[src/rtl/tprp_pkg.sv]
`timescale 1ns / 1ps
package tprp_pkg;

	localparam int unsigned BYTE_W      = 8;
	localparam int unsigned ROWQ_DEPTH  = 2;
	localparam int unsigned ROWQ_PTR_W  = $clog2(ROWQ_DEPTH);
	localparam int unsigned ROWQ_CNT_W  = $clog2(ROWQ_DEPTH + 1);

	localparam logic [BYTE_W-1:0] KEY_OFF_RESET = 8'd97;
	localparam logic [BYTE_W-1:0] MARKER_RESET  = 8'd49;
	localparam logic [BYTE_W-1:0] PACK_MARK     = 8'h80;
	localparam logic [2:0]        NOTE_SKIP     = 3'd4;

	typedef enum logic {
		CFG_KEY_OFF = 1'b0,
		CFG_MARKER  = 1'b1
	} cfg_idx_t;

	typedef enum logic [1:0] {
		PH_FLAGS = 2'd0,
		PH_V1    = 2'd1,
		PH_V3    = 2'd2
	} phase_t;

	typedef struct packed {
		logic [BYTE_W-1:0] flags;
		logic [BYTE_W-1:0] v1_note;
		logic              v1_valid;
		logic [BYTE_W-1:0] v3_note;
		logic              v3_valid;
	} row_t;

	typedef struct packed {
		logic   busy;
		phase_t phase;
		logic   v1_valid;
		logic   v3_valid;
	} back_stat_t;

endpackage

[src/rtl/tprp_front.sv]
`timescale 1ns / 1ps
module tprp_front (
	input  logic                      clk,
	input  logic                      arst_n,
	input  logic                      in_fire,
	input  logic [tprp_pkg::BYTE_W-1:0] data_byte,
	input  logic                      pattern_start,
	input  logic [tprp_pkg::BYTE_W-1:0] key_off_note,
	input  logic [tprp_pkg::BYTE_W-1:0] marker_note,
	output logic                      push,
	output tprp_pkg::row_t            row
);
	import tprp_pkg::*;

	logic [1:0]        chan_q;
	logic              await_q;
	logic [2:0]        skip_q;
	logic [BYTE_W-1:0] flags_q;
	logic [BYTE_W-1:0] v1_note_q;
	logic              v1_valid_q;
	logic [BYTE_W-1:0] v3_note_q;
	logic              v3_valid_q;

	logic [1:0]        chan_e;
	logic              await_e;
	logic [2:0]        skip_e;
	row_t              cur;
	row_t              nxt_row;
	logic              await_n;
	logic [2:0]        skip_n;
	logic              take;
	logic              chan_done;
	logic [2:0]        nskip;
	logic              is_koff;

	assign nskip = {2'b0, data_byte[1]} + {2'b0, data_byte[2]}
	             + {2'b0, data_byte[3]} + {2'b0, data_byte[4]};
	assign is_koff = (data_byte == key_off_note);

	always_comb begin
		// a pattern start wipes the row before this byte is taken
		chan_e  = pattern_start ? 2'd0 : chan_q;
		await_e = pattern_start ? 1'b0 : await_q;
		skip_e  = pattern_start ? 3'd0 : skip_q;
		cur.flags    = pattern_start ? '0 : flags_q;
		cur.v1_note  = pattern_start ? '0 : v1_note_q;
		cur.v1_valid = pattern_start ? 1'b0 : v1_valid_q;
		cur.v3_note  = pattern_start ? '0 : v3_note_q;
		cur.v3_valid = pattern_start ? 1'b0 : v3_valid_q;

		take      = 1'b0;
		chan_done = 1'b0;
		await_n   = await_e;
		skip_n    = skip_e;
		if (await_e) begin
			take      = 1'b1;
			await_n   = 1'b0;
			chan_done = (skip_e == 3'd0);
		end else if (skip_e != 3'd0) begin
			skip_n    = skip_e - 3'd1;
			chan_done = (skip_e == 3'd1);
		end else if ((data_byte & PACK_MARK) != '0) begin
			skip_n    = nskip;
			await_n   = data_byte[0];
			chan_done = !data_byte[0] && (nskip == 3'd0);
		end else begin
			take   = 1'b1;
			skip_n = NOTE_SKIP;
		end

		nxt_row = cur;
		if (take) begin
			nxt_row.flags = cur.flags | (PACK_MARK >> chan_e);
			case (chan_e)
				2'd0: if (!is_koff) nxt_row.flags[1] = 1'b1;
				2'd2: if (!is_koff) nxt_row.flags[0] = 1'b1;
				2'd1: begin
					if (is_koff) begin
						nxt_row.flags[2] = 1'b1;
					end else if (data_byte == marker_note) begin
						nxt_row.flags[3] = 1'b1;
					end else begin
						nxt_row.v1_note  = data_byte;
						nxt_row.v1_valid = 1'b1;
					end
				end
				default: begin
					nxt_row.v3_note  = data_byte;
					nxt_row.v3_valid = 1'b1;
				end
			endcase
		end
	end

	assign push = in_fire && chan_done && (chan_e == 2'd3);
	assign row  = nxt_row;

	always_ff @(posedge clk or negedge arst_n) begin
		if (!arst_n) begin
			chan_q     <= '0;
			await_q    <= 1'b0;
			skip_q     <= '0;
			flags_q    <= '0;
			v1_note_q  <= '0;
			v1_valid_q <= 1'b0;
			v3_note_q  <= '0;
			v3_valid_q <= 1'b0;
		end else if (in_fire) begin
			if (push) begin
				chan_q     <= '0;
				await_q    <= 1'b0;
				skip_q     <= '0;
				flags_q    <= '0;
				v1_note_q  <= '0;
				v1_valid_q <= 1'b0;
				v3_note_q  <= '0;
				v3_valid_q <= 1'b0;
			end else begin
				chan_q     <= chan_done ? chan_e + 2'd1 : chan_e;
				await_q    <= await_n;
				skip_q     <= skip_n;
				flags_q    <= nxt_row.flags;
				v1_note_q  <= nxt_row.v1_note;
				v1_valid_q <= nxt_row.v1_valid;
				v3_note_q  <= nxt_row.v3_note;
				v3_valid_q <= nxt_row.v3_valid;
			end
		end
	end

endmodule

[src/rtl/tprp_rowq.sv]
`timescale 1ns / 1ps
module tprp_rowq (
	input  logic                              clk,
	input  logic                              arst_n,
	input  logic                              push,
	input  tprp_pkg::row_t                    wr_row,
	input  logic                              pop,
	output tprp_pkg::row_t                    rd_row,
	output logic                              full,
	output logic                              empty,
	output logic [tprp_pkg::ROWQ_CNT_W-1:0]   count
);
	import tprp_pkg::*;

	row_t                  mem_q [ROWQ_DEPTH];
	logic [ROWQ_PTR_W-1:0] wr_ptr_q;
	logic [ROWQ_PTR_W-1:0] rd_ptr_q;
	logic [ROWQ_CNT_W-1:0] cnt_q;

	assign full   = (cnt_q == ROWQ_CNT_W'(ROWQ_DEPTH));
	assign empty  = (cnt_q == '0);
	assign count  = cnt_q;
	assign rd_row = mem_q[rd_ptr_q];

	always_ff @(posedge clk) begin
		if (push) begin
			mem_q[wr_ptr_q] <= wr_row;
		end
	end

	always_ff @(posedge clk or negedge arst_n) begin
		if (!arst_n) begin
			wr_ptr_q <= '0;
			rd_ptr_q <= '0;
			cnt_q    <= '0;
		end else begin
			if (push) begin
				wr_ptr_q <= (wr_ptr_q == ROWQ_PTR_W'(ROWQ_DEPTH - 1)) ? '0 : wr_ptr_q + 1'b1;
			end
			if (pop) begin
				rd_ptr_q <= (rd_ptr_q == ROWQ_PTR_W'(ROWQ_DEPTH - 1)) ? '0 : rd_ptr_q + 1'b1;
			end
			case ({push, pop})
				2'b10:   cnt_q <= cnt_q + 1'b1;
				2'b01:   cnt_q <= cnt_q - 1'b1;
				default: cnt_q <= cnt_q;
			endcase
		end
	end

endmodule

[src/rtl/tprp_back.sv]
`timescale 1ns / 1ps
module tprp_back (
	input  logic                          clk,
	input  logic                          arst_n,
	input  tprp_pkg::row_t                rd_row,
	input  logic                          empty,
	output logic                          pop,
	output logic                          m_tvalid,
	input  logic                          m_tready,
	output logic [tprp_pkg::BYTE_W-1:0]   m_tdata,
	output logic                          m_tlast,
	output tprp_pkg::back_stat_t          stat
);
	import tprp_pkg::*;

	row_t   row_q;
	logic   busy_q;
	phase_t phase_q;
	logic   fire;

	always_comb begin
		case (phase_q)
			PH_FLAGS: begin
				m_tdata = row_q.flags;
				m_tlast = !row_q.v1_valid && !row_q.v3_valid;
			end
			PH_V1: begin
				m_tdata = row_q.v1_note;
				m_tlast = !row_q.v3_valid;
			end
			default: begin
				m_tdata = row_q.v3_note;
				m_tlast = 1'b1;
			end
		endcase
	end

	assign m_tvalid = busy_q;
	assign fire     = busy_q && m_tready;
	// load the next row when idle or as the last byte of this one leaves
	assign pop      = !empty && (!busy_q || (fire && m_tlast));

	assign stat.busy     = busy_q;
	assign stat.phase    = phase_q;
	assign stat.v1_valid = row_q.v1_valid;
	assign stat.v3_valid = row_q.v3_valid;

	always_ff @(posedge clk) begin
		if (pop) begin
			row_q <= rd_row;
		end
	end

	always_ff @(posedge clk or negedge arst_n) begin
		if (!arst_n) begin
			busy_q  <= 1'b0;
			phase_q <= PH_FLAGS;
		end else if (pop) begin
			busy_q  <= 1'b1;
			phase_q <= PH_FLAGS;
		end else if (fire) begin
			if (m_tlast) begin
				busy_q  <= 1'b0;
				phase_q <= PH_FLAGS;
			end else if (phase_q == PH_FLAGS && row_q.v1_valid) begin
				phase_q <= PH_V1;
			end else begin
				phase_q <= PH_V3;
			end
		end
	end

endmodule

[src/rtl/tracker_pattern_row_packer_top.sv]
`timescale 1ns / 1ps
// Packed tracker pattern row decoder, four channels.
// Input stream: s_tdata carries one byte of packed pattern data, s_tuser
// flags the first byte of a pattern (row state is cleared before it is used).
// Output stream: per finished row a flags byte, then the kept channel-1 note
// and the kept channel-3 note when present; m_tlast marks the row's final byte.
// Config channel: cfg_index 0 writes the key-off note (reset 97), index 1
// the marker note (reset 49); always ready. Write only while idle.
// Throughput: one input byte per cycle while s_tready is high, one output byte per
// cycle while m_tready is high. A row takes at least four input bytes and yields
// at most three, so the output side keeps up. The first byte of a row appears on
// m_tvalid once the row is written into the queue and loaded into the output stage.
// A two-entry row queue sits between the decoder and the output serializer;
// when the receiver stalls the queue fills and s_tready drops only once both
// entries hold rows, so decoding continues through short stalls.
// Reset (arst_n low) clears decoder state, the queue and the output stage and
// restores both config registers to their reset values.
module tracker_pattern_row_packer_top (
	input  logic                          clk,
	input  logic                          arst_n,
	input  logic                          s_tvalid,
	output logic                          s_tready,
	input  logic [tprp_pkg::BYTE_W-1:0]   s_tdata,   // [7:0] data_byte
	input  logic                          s_tuser,   // [0] pattern_start
	output logic                          m_tvalid,
	input  logic                          m_tready,
	output logic [tprp_pkg::BYTE_W-1:0]   m_tdata,   // [7:0] out_byte
	output logic                          m_tlast,   // last_of_row
	input  logic                          cfg_valid,
	output logic                          cfg_ready,
	input  tprp_pkg::cfg_idx_t            cfg_index,
	input  logic [tprp_pkg::BYTE_W-1:0]   cfg_data
);
	import tprp_pkg::*;

	logic [BYTE_W-1:0]     key_off_q;
	logic [BYTE_W-1:0]     marker_q;
	logic                  in_fire;
	logic                  push;
	logic                  pop;
	row_t                  wr_row;
	row_t                  rd_row;
	logic                  full;
	logic                  empty;
	logic [ROWQ_CNT_W-1:0] count;
	back_stat_t            stat;

	assign cfg_ready = 1'b1;
	assign s_tready  = !full;
	assign in_fire   = s_tvalid && s_tready;

	always_ff @(posedge clk or negedge arst_n) begin
		if (!arst_n) begin
			key_off_q <= KEY_OFF_RESET;
			marker_q  <= MARKER_RESET;
		end else if (cfg_valid) begin
			case (cfg_index)
				CFG_KEY_OFF: key_off_q <= cfg_data;
				CFG_MARKER:  marker_q  <= cfg_data;
				default:     key_off_q <= key_off_q;
			endcase
		end
	end

	tprp_front u_front (
		.clk           (clk),
		.arst_n        (arst_n),
		.in_fire       (in_fire),
		.data_byte     (s_tdata),
		.pattern_start (s_tuser),
		.key_off_note  (key_off_q),
		.marker_note   (marker_q),
		.push          (push),
		.row           (wr_row)
	);

	tprp_rowq u_rowq (
		.clk    (clk),
		.arst_n (arst_n),
		.push   (push),
		.wr_row (wr_row),
		.pop    (pop),
		.rd_row (rd_row),
		.full   (full),
		.empty  (empty),
		.count  (count)
	);

	tprp_back u_back (
		.clk      (clk),
		.arst_n   (arst_n),
		.rd_row   (rd_row),
		.empty    (empty),
		.pop      (pop),
		.m_tvalid (m_tvalid),
		.m_tready (m_tready),
		.m_tdata  (m_tdata),
		.m_tlast  (m_tlast),
		.stat     (stat)
	);

	a_q_bound: assert property (@(posedge clk) disable iff (!arst_n)
		count <= ROWQ_CNT_W'(ROWQ_DEPTH))
		else $error("row queue over depth");

	a_push_on_fire: assert property (@(posedge clk) disable iff (!arst_n)
		push |-> in_fire)
		else $error("row pushed without an input item");

	a_v1_phase: assert property (@(posedge clk) disable iff (!arst_n)
		(stat.busy && stat.phase == PH_V1) |-> stat.v1_valid)
		else $error("channel-1 note sent but not kept");

	a_v3_phase: assert property (@(posedge clk) disable iff (!arst_n)
		(stat.busy && stat.phase == PH_V3) |-> stat.v3_valid)
		else $error("channel-3 note sent but not kept");

	a_reload: assert property (@(posedge clk) disable iff (!arst_n)
		(m_tvalid && m_tready && m_tlast && !empty) |=> (m_tvalid && stat.phase == PH_FLAGS))
		else $error("queued row not loaded after row end");

endmodule

[config.mk]
export PLATFORM = sky130hd
export DESIGN_NAME = tracker_pattern_row_packer_top
export DESIGN_NICKNAME = d
export VERILOG_FILES = /design/src/rtl/tprp_pkg.sv /design/src/rtl/tprp_front.sv /design/src/rtl/tprp_rowq.sv /design/src/rtl/tprp_back.sv /design/src/rtl/tracker_pattern_row_packer_top.sv
export SDC_FILE = /design/constraint.sdc
export NUM_CORES = 1
export LEC_CHECK = 0
export BUFFER_PORTS_ARGS = -buffer_cell sky130_fd_sc_hd__buf_2
export CORE_MARGIN = 2
export CORE_UTILIZATION = 55
export DETAILED_ROUTE_END_ITERATION = 10
export PLACE_DENSITY = 0.76
export REMOVE_ABC_BUFFERS = 1
export SKIP_LAST_GASP = 1
export SYNTH_ARGS = -nofsm -noshare
export SYNTH_HDL_FRONTEND = slang
export SYNTH_SLANG_ARGS = --single-unit
[constraint.sdc]
create_clock -name clk -period 3.2 [get_ports clk]
set_input_delay 0.64 -clock clk [delete_from_list [all_inputs] [get_ports clk]]
set_output_delay 0.64 -clock clk [all_outputs]
set_load 0.005 [all_outputs]
# Yosys cells after proc, flatten, opt, wreduce, memory -nomap -nowiden
# Memory sizes are Yosys's and may differ from the RTL's. A register that Yosys moved wholly into a read port is not among the register bits.
# Cells that the tools add are included.
dict set report word_totals {
  register_bits 55
  latchBits 0
  ramBits 52
  rom_bits 0
  input_bits 23
  mem_count 1
}
dict set report op_classes {
  addsub 9
  mul 0
  div_mod_pow 0
  magnitude_cmp 0
  n_eq_ne 10
  shift 1
  mux 56
  bitwise 2
  reduce_logical 29
}
# memory depth width rd rd_ports_with_merged_regs write_ports line
set mem_list {}
lappend mem_list {u_rowq.mem_q 2 26 1 1 1 tprp_rowq.sv:15} ;# row_t mem_q [ROWQ_DEPTH];
# cell count
set ops {}
lappend ops {{$mux W8} 6}
lappend ops {{$mux W9} 4}
lappend ops {{$mux W1} 29}
lappend ops {{$mux W26} 1}
lappend ops {{$eq A8 B8 Y1} 2}
lappend ops {{$mux W2} 8}
lappend ops {{$pmux W8 S2} 1}
lappend ops {{$mux W3} 5}
lappend ops {{$logic_and A1 B1 Y1} 9}
lappend ops {{$eq A2 B2 Y1 const B} 4}
lappend ops {{$or A8 B8 Y8} 1}
lappend ops {{$shr A8 B2 Y8 const A} 1}
lappend ops {{$add A3 B1 Y3} 2}
lappend ops {{$eq A2 B1 Y1 const B} 3}
lappend ops {{$logic_not A1 Y1} 6}
lappend ops {{$logic_not A2 Y1} 3}
lappend ops {{$logic_not A3 Y1} 2}
lappend ops {{$reduce_and A2 Y1} 3}
lappend ops {{$reduce_bool A2 Y1} 3}
lappend ops {{$add A2 B1 Y2 const B} 2}
lappend ops {{$pmux W2 S2} 1}
lappend ops {{$eq A3 B1 Y1 const B} 1}
lappend ops {{$reduce_bool A3 Y1} 1}
lappend ops {{$reduce_or A3 Y1} 1}
lappend ops {{other kinds (7)} 8}

# Depth between registers and ports, before layout
# Gate-level depths: netlist of run 1.
dict set report depth {
  depth_word 12
  depth_mapped 16
  depth_no_buf 11
}

# Hierarchy
# A second synthesis of run 1 with hierarchy kept.
dict set report hier_totals {
  hier_cells 429
  hier_area_um2 6252.2
}
# module instances cells_per_inst area_per_inst_um2
set by_module_without_submodules {}
lappend by_module_without_submodules {tprp_front 1 218 2254.7}
lappend by_module_without_submodules {tprp_rowq 1 97 2160.8}
lappend by_module_without_submodules {tprp_back 1 75 1166.1}
lappend by_module_without_submodules {tracker_pattern_row_packer_top 1 39 670.6}

# Least setup slack after synthesis of run 1
# Ideal clock, no wire load.
dict set report synth_path {
  kind {input to register}
  from {in s_tdata[1] (netlist name)}
  to {mem u_rowq.mem_q[0][0] (netlist name) (enable)}
  setup_ns 0.409
  arrival_time_ns 3.922
  t_required_ns 2.791
  path_slack_ns -1.131
  cell_stages 10
  path_cell_list {ha_1 -> fa_1 -> ha_1 -> or4b_1 -> o211ai_2 -> and3_1 -> buf_4 -> buf_6 -> nand2_1 -> nor2_1}
}
dict set report synth_via {
  elab_chain_cells 12
}
# element line
set synth_lines {}
lappend synth_lines {{start: declaration} tracker_pattern_row_packer_top.sv:23} ;# input logic [tprp_pkg::BYTE_W-1:0] s_tdata,
lappend synth_lines {{$add A1 B1 Y2} tprp_front.sv:36} ;# assign nskip = {2'b0, data_byte[1]} + {2'b0, data_byte[2]}
lappend synth_lines {{$add A3 B1 Y3 (2 in series)} tprp_front.sv:37} ;# + {2'b0, data_byte[3]} + {2'b0, data_byte[4]};
lappend synth_lines {{$logic_not A3 Y1} tprp_front.sv:65} ;# chan_done = !data_byte[0] && (nskip == 3'd0);
lappend synth_lines {{$logic_and A1 B1 Y1} tprp_front.sv:65}
lappend synth_lines {{$mux W1} tprp_front.sv:62} ;# end else if ((data_byte & PACK_MARK) != '0) begin
lappend synth_lines {{$mux W1} tprp_front.sv:59} ;# end else if (skip_e != 3'd0) begin
lappend synth_lines {{$mux W1} tprp_front.sv:55} ;# if (await_e) begin
lappend synth_lines {{$logic_and A1 B1 Y1 (2 in series)} tprp_front.sv:95} ;# assign push = in_fire && chan_done && (chan_e == 2'd3);
lappend synth_lines {{$mux W1} tprp_rowq.sv:26} ;# if (push) begin
lappend synth_lines {{$mux W1 (implied by the code)} tprp_rowq.sv:27} ;# mem_q[wr_ptr_q] <= wr_row;
lappend synth_lines {{end: declaration} tprp_rowq.sv:15}
# No other way between the ends.

# Final worst setup path of run 1
dict set report layout_path {
  from {in s_tdata[1] (netlist name)}
  to {reg u_front.flags_q[2]}
}
dict set report layout_via {
  elab_chain_cells 11
  elab_cells_between_ends 15
}
# element line
set layout_lines {}
lappend layout_lines {{$add A1 B1 Y2} tprp_front.sv:36}
lappend layout_lines {{$add A3 B1 Y3 (2 in series)} tprp_front.sv:37}
lappend layout_lines {{$logic_not A3 Y1} tprp_front.sv:65}
lappend layout_lines {{$logic_and A1 B1 Y1} tprp_front.sv:65}
lappend layout_lines {{$mux W1} tprp_front.sv:62}
lappend layout_lines {{$mux W1} tprp_front.sv:59}
lappend layout_lines {{$mux W1} tprp_front.sv:55}
lappend layout_lines {{$logic_and A1 B1 Y1 (2 in series)} tprp_front.sv:95}
lappend layout_lines {{$mux W8 *} tprp_front.sv:109} ;# if (push) begin
lappend layout_lines {{end signal: assignment} tprp_front.sv:122} ;# flags_q <= nxt_row.flags;
lappend layout_lines {{end: declaration} tprp_front.sv:18} ;# logic [BYTE_W-1:0] flags_q;
# Every way passes the cells marked *; elsewhere a longest branch is shown, timed or not.
# A chain may end at the register's enable or synchronous reset.

==> results.yml, run 1 <==
status:
  status: "finished, final reports clean"
yosys:
  synth_top_cell_area_share: 0.380
  synth_area_um2: 6160
  ys_seq_area_frac: 0.605
  ys.flop_type: "edfxtp_1"
  synth_edf_count: 78
  ys_ff_latch: 133
  yosysTopAreaCell: "edfxtp_1"
  synth_cell_types: 53
  synth.top_cells.by_area: "edfxtp_1, dfrtp_1, mux2_2"
  async_flop_share: 0.414
  avgSynthCellArea_um2: 13.4
  synth_cells: 458
  synth_warnings: 0
sta:
  setup_slack_ns: 0.130
  maxSlewViolCount: 0
  setup_viol: 0
  fmax_mhz: 326
  fin_hold_ws_ns: 0.374
  rsz0062_at_grt: "true"
  finalHoldViolCount: 0
  layout_min_cycle_time_ns: 3.07
  min_period_over_period: 0.959
  tns_ns: 0
  max_slew_margin: 0.264
  worstMarginPinSlew_ns: 1.10
  skew_ns: 0.0113
floorplanning:
  die_x_um: 110
  placementRows: 38
  pin_count: 35
  core_area_um2: 10900
  start_util: 0.566
  die_h_um: 110
  dieArea_um2: 12100
clock_tree:
  cts_max_path_buffers: 2
  clock-sinks: 133
  tritoncts: "done"
  postCtsSetupRepairBufs: 0
  insertion_delay_ns: 0.51
  cts.reportedPaths.clkPinSlew_ns: 0.06
  cts-buffers-inserted: 17
  cts_root_buf: "clkbuf_8"
  cts_max_level: 4
power:
  vdd_drop_max_uv: 462
  power_density_nw_per_um2: 797
  finalPower_mw: 5.64
  p_leak_nw: 2.88
final_layout:
  drive_gt1_frac: 0.303
  antenna_cells: 0
  fin_util: 0.650
  fin_nets: 534
  design_area_um2: 7080
  area_growth_syn_to_layout_pct: 14.9
  stdcell_count: 652
  final_common_cell: "edfxtp_1"
  mostFrequentLayoutCells: "edfxtp_1, mux2_2, dfrtp_1"
detailed_routing:
  routed_wl_mm: 11.7
  wire_per_inst_um: 18.0
  drtIter0Drc: 221
  postRouteAntennaNets: 0
  drcViolationCount: 0
  vias: 3730
  first_pass_iters: 4
  avgViaCountPerCell: 5.72
worst_setup_path:
  cp.required_ns: 3.59
  path_cells: "buf_2, ha_1, fa_1, ha_1, or4b_1, o211ai_2, and3_1, buf_4, nor2_2, a32o_1"
  critPathKind: "in2reg"
  cp-end-kind: "flip-flop"
  critPathSlowestCell: "or4b_1"
  path_common_cell: "ha_1"
  start_kind: "input pin"
  path_max_fanout: 13
  slowest_delay_ns: 0.57
  rr_startpoint: "u_back.phase_q[0]$_DFFE_PN0P_"
  startpoint: "s_tdata[1]"
  critPathArrivalTime_ns: 3.46
placed_design:
  routabilityCongestion: 0.754
  dpl_cell_area_um2: 6500
  post-place-ws_ns: -0.420
  hpwlAfterDp_mm: 8.15
  io_buffer_count: 33
  dp.cells: 619
worst_hold_path:
  hold_path_class: "in2reg"
  hp-start: "cfg_data[1]"
grt:
  grt_pass1_vias: 3910
  grt_pass1_wl_mm: 19.4
  antenna_found_initial: 0
  grt_usage: 0.214
  overflow: 0
  grt_max_degree: 53
job:
  maxCapViolations: 0
==> worst max-delay path, delay by kind of cell <==
family          cells  cell delay (ns)
simple gates        3             0.95
compound gates      2             0.50
buf+inv             2             0.35
fa+ha+maj           3             1.02
==> cell type report <==
type | count | area (um2)
multi-input combinational | 283 | 2240
clock inverter | 15 | 133
inverter | 11 | 41.3
sequential | 133 | 3730
clock buffer | 17 | 414
timing repair buffer | 53 | 343
fill | 807 | 3810
tap | 140 | 175
==> report_power, final <==
group	internal (mW)	leakage [nW]	total [mW]	switching, mW
logic	0.689	1.19	1.37	0.679
registers	2.23	1.43	2.50	0.274
clock network	0.984	0.267	1.77	0.784
total	3.90	2.88	5.64	1.74
==> flip-flops by register name, summed over array words and instances, names as in the netlist <==
register,flops
u_front.v1_note_q,8
key_off_q,8
u_front.skip_q,3
u_back.stat,2
u_front.await_q,1
u_back.phase_q,2
u_front.chan_q,2
u_front.v3_note_q,8
u_rowq.rd_ptr_q,1
u_front.flags_q,8
u_rowq.count,2
u_front.v3_valid_q,1
u_rowq.wr_ptr_q,1
u_rowq.mem_q,52
u_back.m_tvalid,1
u_back.row_q,24
u_front.v1_valid_q,1
marker_q,8
==> synthesized netlist by cell type (all sizes together), types with 2 or more instances <==
master	n
nand2	41
nor4	8
o211ai	3
mux2	50
nand2b	3
nor3b	2
a211o	8
nand3	9
and2	3
nor2	11
a22o	14
a21o	7
o311a	8
clkbuf	18
buf	13
mux2i	8
edfxtp	78
a32o	8
nand4	12
o21ai	21
dfstp	6
nor3	2
inv	11
dfrtp	49
xnor2	19
ha	11
and3	4
xor2	2
nor2b	12
a21oi	4
==> path summary, 6_finish.rpt <==
kind | cells past startpoint | endpoint | slack, ns
worst min register to register | 1 | u_front.v1_note_q[3]$_DFFE_PN0P_ | 0.48
worst max-delay path | 10 | u_front.flags_q[2]$_DFFE_PN0P_ | 0.13
worst min-delay path | 2 | key_off_q[1]$_DFFE_PN0P_ | 0.37
min in group asynchronous | 2 | u_back.phase_q[1]$_DFFE_PN0P_ | 0.45
worst max register to register | 5 | u_back.row_q[21]$_DFFE_PP_ | 0.82
max in group asynchronous | 3 | marker_q[3]$_DFFE_PN0P_ | 1.87
==> what timing repair did <==
item	4_1_cts	5_1_grt
hold endpoints to repair	3	0
hold buffers	1	0
endpoints found under the setup margin	0	14
gates resized for setup	0	3
==> kinds of logic after synthesis <==
kind of cell | Yosys count | share of synthesized area
fa+ha+maj | 12 | 0.0256
other cells | 1 | 0.000609
simple gates | 110 | 0.0961
compound gates | 81 | 0.104
xor+xnor | 21 | 0.0299
flops | 133 | 0.605
mux | 58 | 0.104
buf+inv | 42 | 0.0339
==> per-layer routing <==
layer / GRT usage / vias to the layer above / wire [um]
met1: 0.277 / 1828 / 5250
met2: 0.361 / 97 / 5880
met4: 0.0624 / 0 / 124
li1: - / 1799 / -
met3: 0.0486 / 6 / 462
met5: 0 / - / 0
Note: power is estimated with default switching activity, not from simulation.
==> run 2, diff against run 1 <==
--- a/config.mk
+++ b/config.mk
@@ -14,4 +14,5 @@
 export SKIP_LAST_GASP = 1
 export SYNTH_ARGS = -nofsm -noshare
 export SYNTH_HDL_FRONTEND = slang
+export SYNTH_HIERARCHICAL = 1
 export SYNTH_SLANG_ARGS = --single-unit
==> run 2 against run 1 <==
Against the previous run: fmax is 1.6% higher; clock power is 10% higher; cell count decreased by 3.5%; highest routed layer unchanged; synthesized area increased by 1.2%; clock skew rose by 0.00088 ns; global-route usage decreased by 2.3 points; largest cell class unchanged.
==> results.yml, run 2 <==
power:
  power_density_nw_per_um2: 793
  pwr-share-seq: 0.416
  vdd_drop_max_uv: 460
  internal-power_mw: 4.05
  p_clk_frac: 0.342
  swShare: 0.290
  net-switching-power_mw: 1.65
  p_leak_nw: 2.97
  p_comb_frac: 0.242
detailed_routing:
  drcViolationCount: 0
  first_pass_iters: 5
  avgViaCountPerCell: 5.65
  wire_per_inst_um: 17.8
  postRouteAntennaNets: 0
  drtIter0Drc: 258
  vias: 3552
  routed_wl_mm: 11.2
worst_setup_path:
  path_cells: "buf_2, inv_1, fa_1, inv_1, ha_1, ha_1, nor4_4, a22oi_2, a21oi_4, and2_4, inv_1, ha_1, xnor2_1, nor2_1, xor2_1"
  critPathKind: "in2reg"
  start_kind: "input pin"
  critPathArrivalTime_ns: 3.32
  slowest_delay_ns: 0.53
  path_max_fanout: 3
  startpoint: "s_tdata[1]"
  critPathSlowestCell: "fa_1"
  cp-end-kind: "flip-flop"
  rr_startpoint: "u_front/skip_q[0]$_DFFE_PN0P_"
  cp.required_ns: 3.49
final_layout:
  final_common_cell: "edfxtp_1"
  design_area_um2: 7180
  fin_nets: 511
  mostFrequentLayoutCells: "edfxtp_1, dfrtp_1, buf_2"
  largest_reg_flops: 52
  antenna_cells: 0
  fillers: 761
  regMostFlops: "u_rowq/mem_q"
  top_regs: "u_rowq/mem_q x52, u_back/row_q x24"
  area_growth_syn_to_layout_pct: 15.3
  fin_util: 0.657
  drive_gt1_frac: 0.321
clock_tree:
  clock-sinks: 133
  insertion_delay_ns: 0.41
  cts_max_path_buffers: 2
  hold_buffers: 0
  cts_root_buf: "clkbuf_16"
  cts-buffers-inserted: 17
  cts.reportedPaths.clkPinSlew_ns: 0.06
  cts_max_level: 4
  tritoncts: "done"
worst_hold_path:
  hold_path_class: "in2async"
sta:
  layout_min_cycle_time_ns: 3.02
  min_period_over_period: 0.945
  fmax_mhz: 331
  worstMarginPinSlew_ns: 0.744
  setup_viol: 0
  finalHoldViolCount: 0
  fin_hold_ws_ns: 0.281
  max_slew_margin: 0.504
  skew_ns: 0.0122
  maxSlewViolCount: 0
  rsz0062_at_grt: "false"
yosys:
  synth_warnings: 6
  avgSynthCellArea_um2: 14.6
  synth_area_um2: 6230
  synth_cells: 426
grt:
  grt_usage: 0.191
  grt_pass1_vias: 3640
  grt_pass1_wl_mm: 18.5
  grt_max_degree: 32
  antenna_found_initial: 0
  overflow: 0
placed_design:
  routabilityCongestion: 0.870
  dpl_cell_area_um2: 6580
  hpwlAfterDp_mm: 7.77
  io_buffer_count: 33
status:
  status: "finished, final reports clean"
floorplanning:
  die_h_um: 110
  core_area_um2: 10900
  die_x_um: 110
  pin_count: 35
  dieArea_um2: 12200
  placementRows: 38
  start_util: 0.570
job:
  maxCapViolations: 0
-- run 2: cell count changes in the layout (fill, tap and decap cells not counted), sizes merged, moves of 4 or more --
cell	previous run	this run
nand3	9	1
nor2	11	15
nand2	41	25
a22o	14	26
inv	21	28
o311a	8	0
and3	4	0
a211o	8	0
nand4	12	4
-- run 2: stage by stage --
step                      setup TNS (ns)  setup WS (ns)  total power, mW  cells
after floorplan                   -38.14         -0.988             3.35    403
after global placement             -9.71         -0.225             3.72    596
after detailed placement          -12.09         -0.281             3.78    596
after CTS                              0          0.119             5.74    628
after global routing                   0         0.0110             5.98    629
final                                  0          0.177             5.70    629
-- run 2: critical path: cells and delay by family --
kind | cells | cell delay, ns
XOR/XNOR | 2 | 0.29
adder cells (fa/ha/maj) | 4 | 1.25
AND/OR/NAND/NOR | 3 | 0.54
buffers and inverters | 4 | 0.25
AO/OA/AOI/OAI | 2 | 0.34
-- run 2: what timing repair did --
action	CTS	global route
buffers inserted	0	1
resized for setup	0	1
setup endpoints to repair	0	17
endpoints found under the hold margin	0	0
-- run 2: per-layer routing --
| metal | up-vias | wire length (um) | track usage |
|---|---|---|---|
| met1 | 1784 | 5020 | 0.255 |
| met2 | 83 | 5610 | 0.315 |
| met3 | 8 | 487 | 0.0467 |
| met5 | - | 0 | 0 |
| met4 | 0 | 68 | 0.0517 |
| li1 | 1677 | - | - |
-- run 2: worst paths after layout --
kind | cells after the start | to | slack (ns)
worst max-delay path | 15 | u_rowq/count[1]$_DFFE_PN0P_ | 0.18
worst min-delay path | 1 | u_back/phase_q[0]$_DFFE_PN0P_ | 0.28
worst max register to register | 8 | u_rowq/mem_q[0][7]$_DFFE_PP_ | 0.66
worst min register to register | 1 | u_front/v3_valid_q$_DFFE_PN0P_ | 0.48
max in group asynchronous | 2 | u_front/v1_note_q[5]$_DFFE_PN0P_ | 2.31
min in group clk | 2 | key_off_q[0]$_DFFE_PN1P_ | 0.47
-- run 2: cell type report --
| class | count | area [um2] | share of cell area |
|---|---|---|---|
| sequential | 133 | 3730 | 0.519 |
| inverter | 20 | 75.1 | 0.0104 |
| tap | 140 | 175 | 0.0244 |
| multi-input combinational | 250 | 2250 | 0.314 |
| clock buffer | 18 | 429 | 0.0597 |
| clock inverter | 14 | 164 | 0.0228 |
| timing repair buffer | 54 | 360 | 0.0502 |
-- run 2: power groups by stage --
stage	clock [mW]	combinational [mW]	sequential, mW
2_1_floorplan	0	0.938	2.41
3_3_place_gp	0	1.34	2.39
3_5_place_dp	0	1.38	2.41
4_1_cts	1.97	1.39	2.38
5_1_grt	2.06	1.51	2.41
6_report	1.95	1.38	2.37
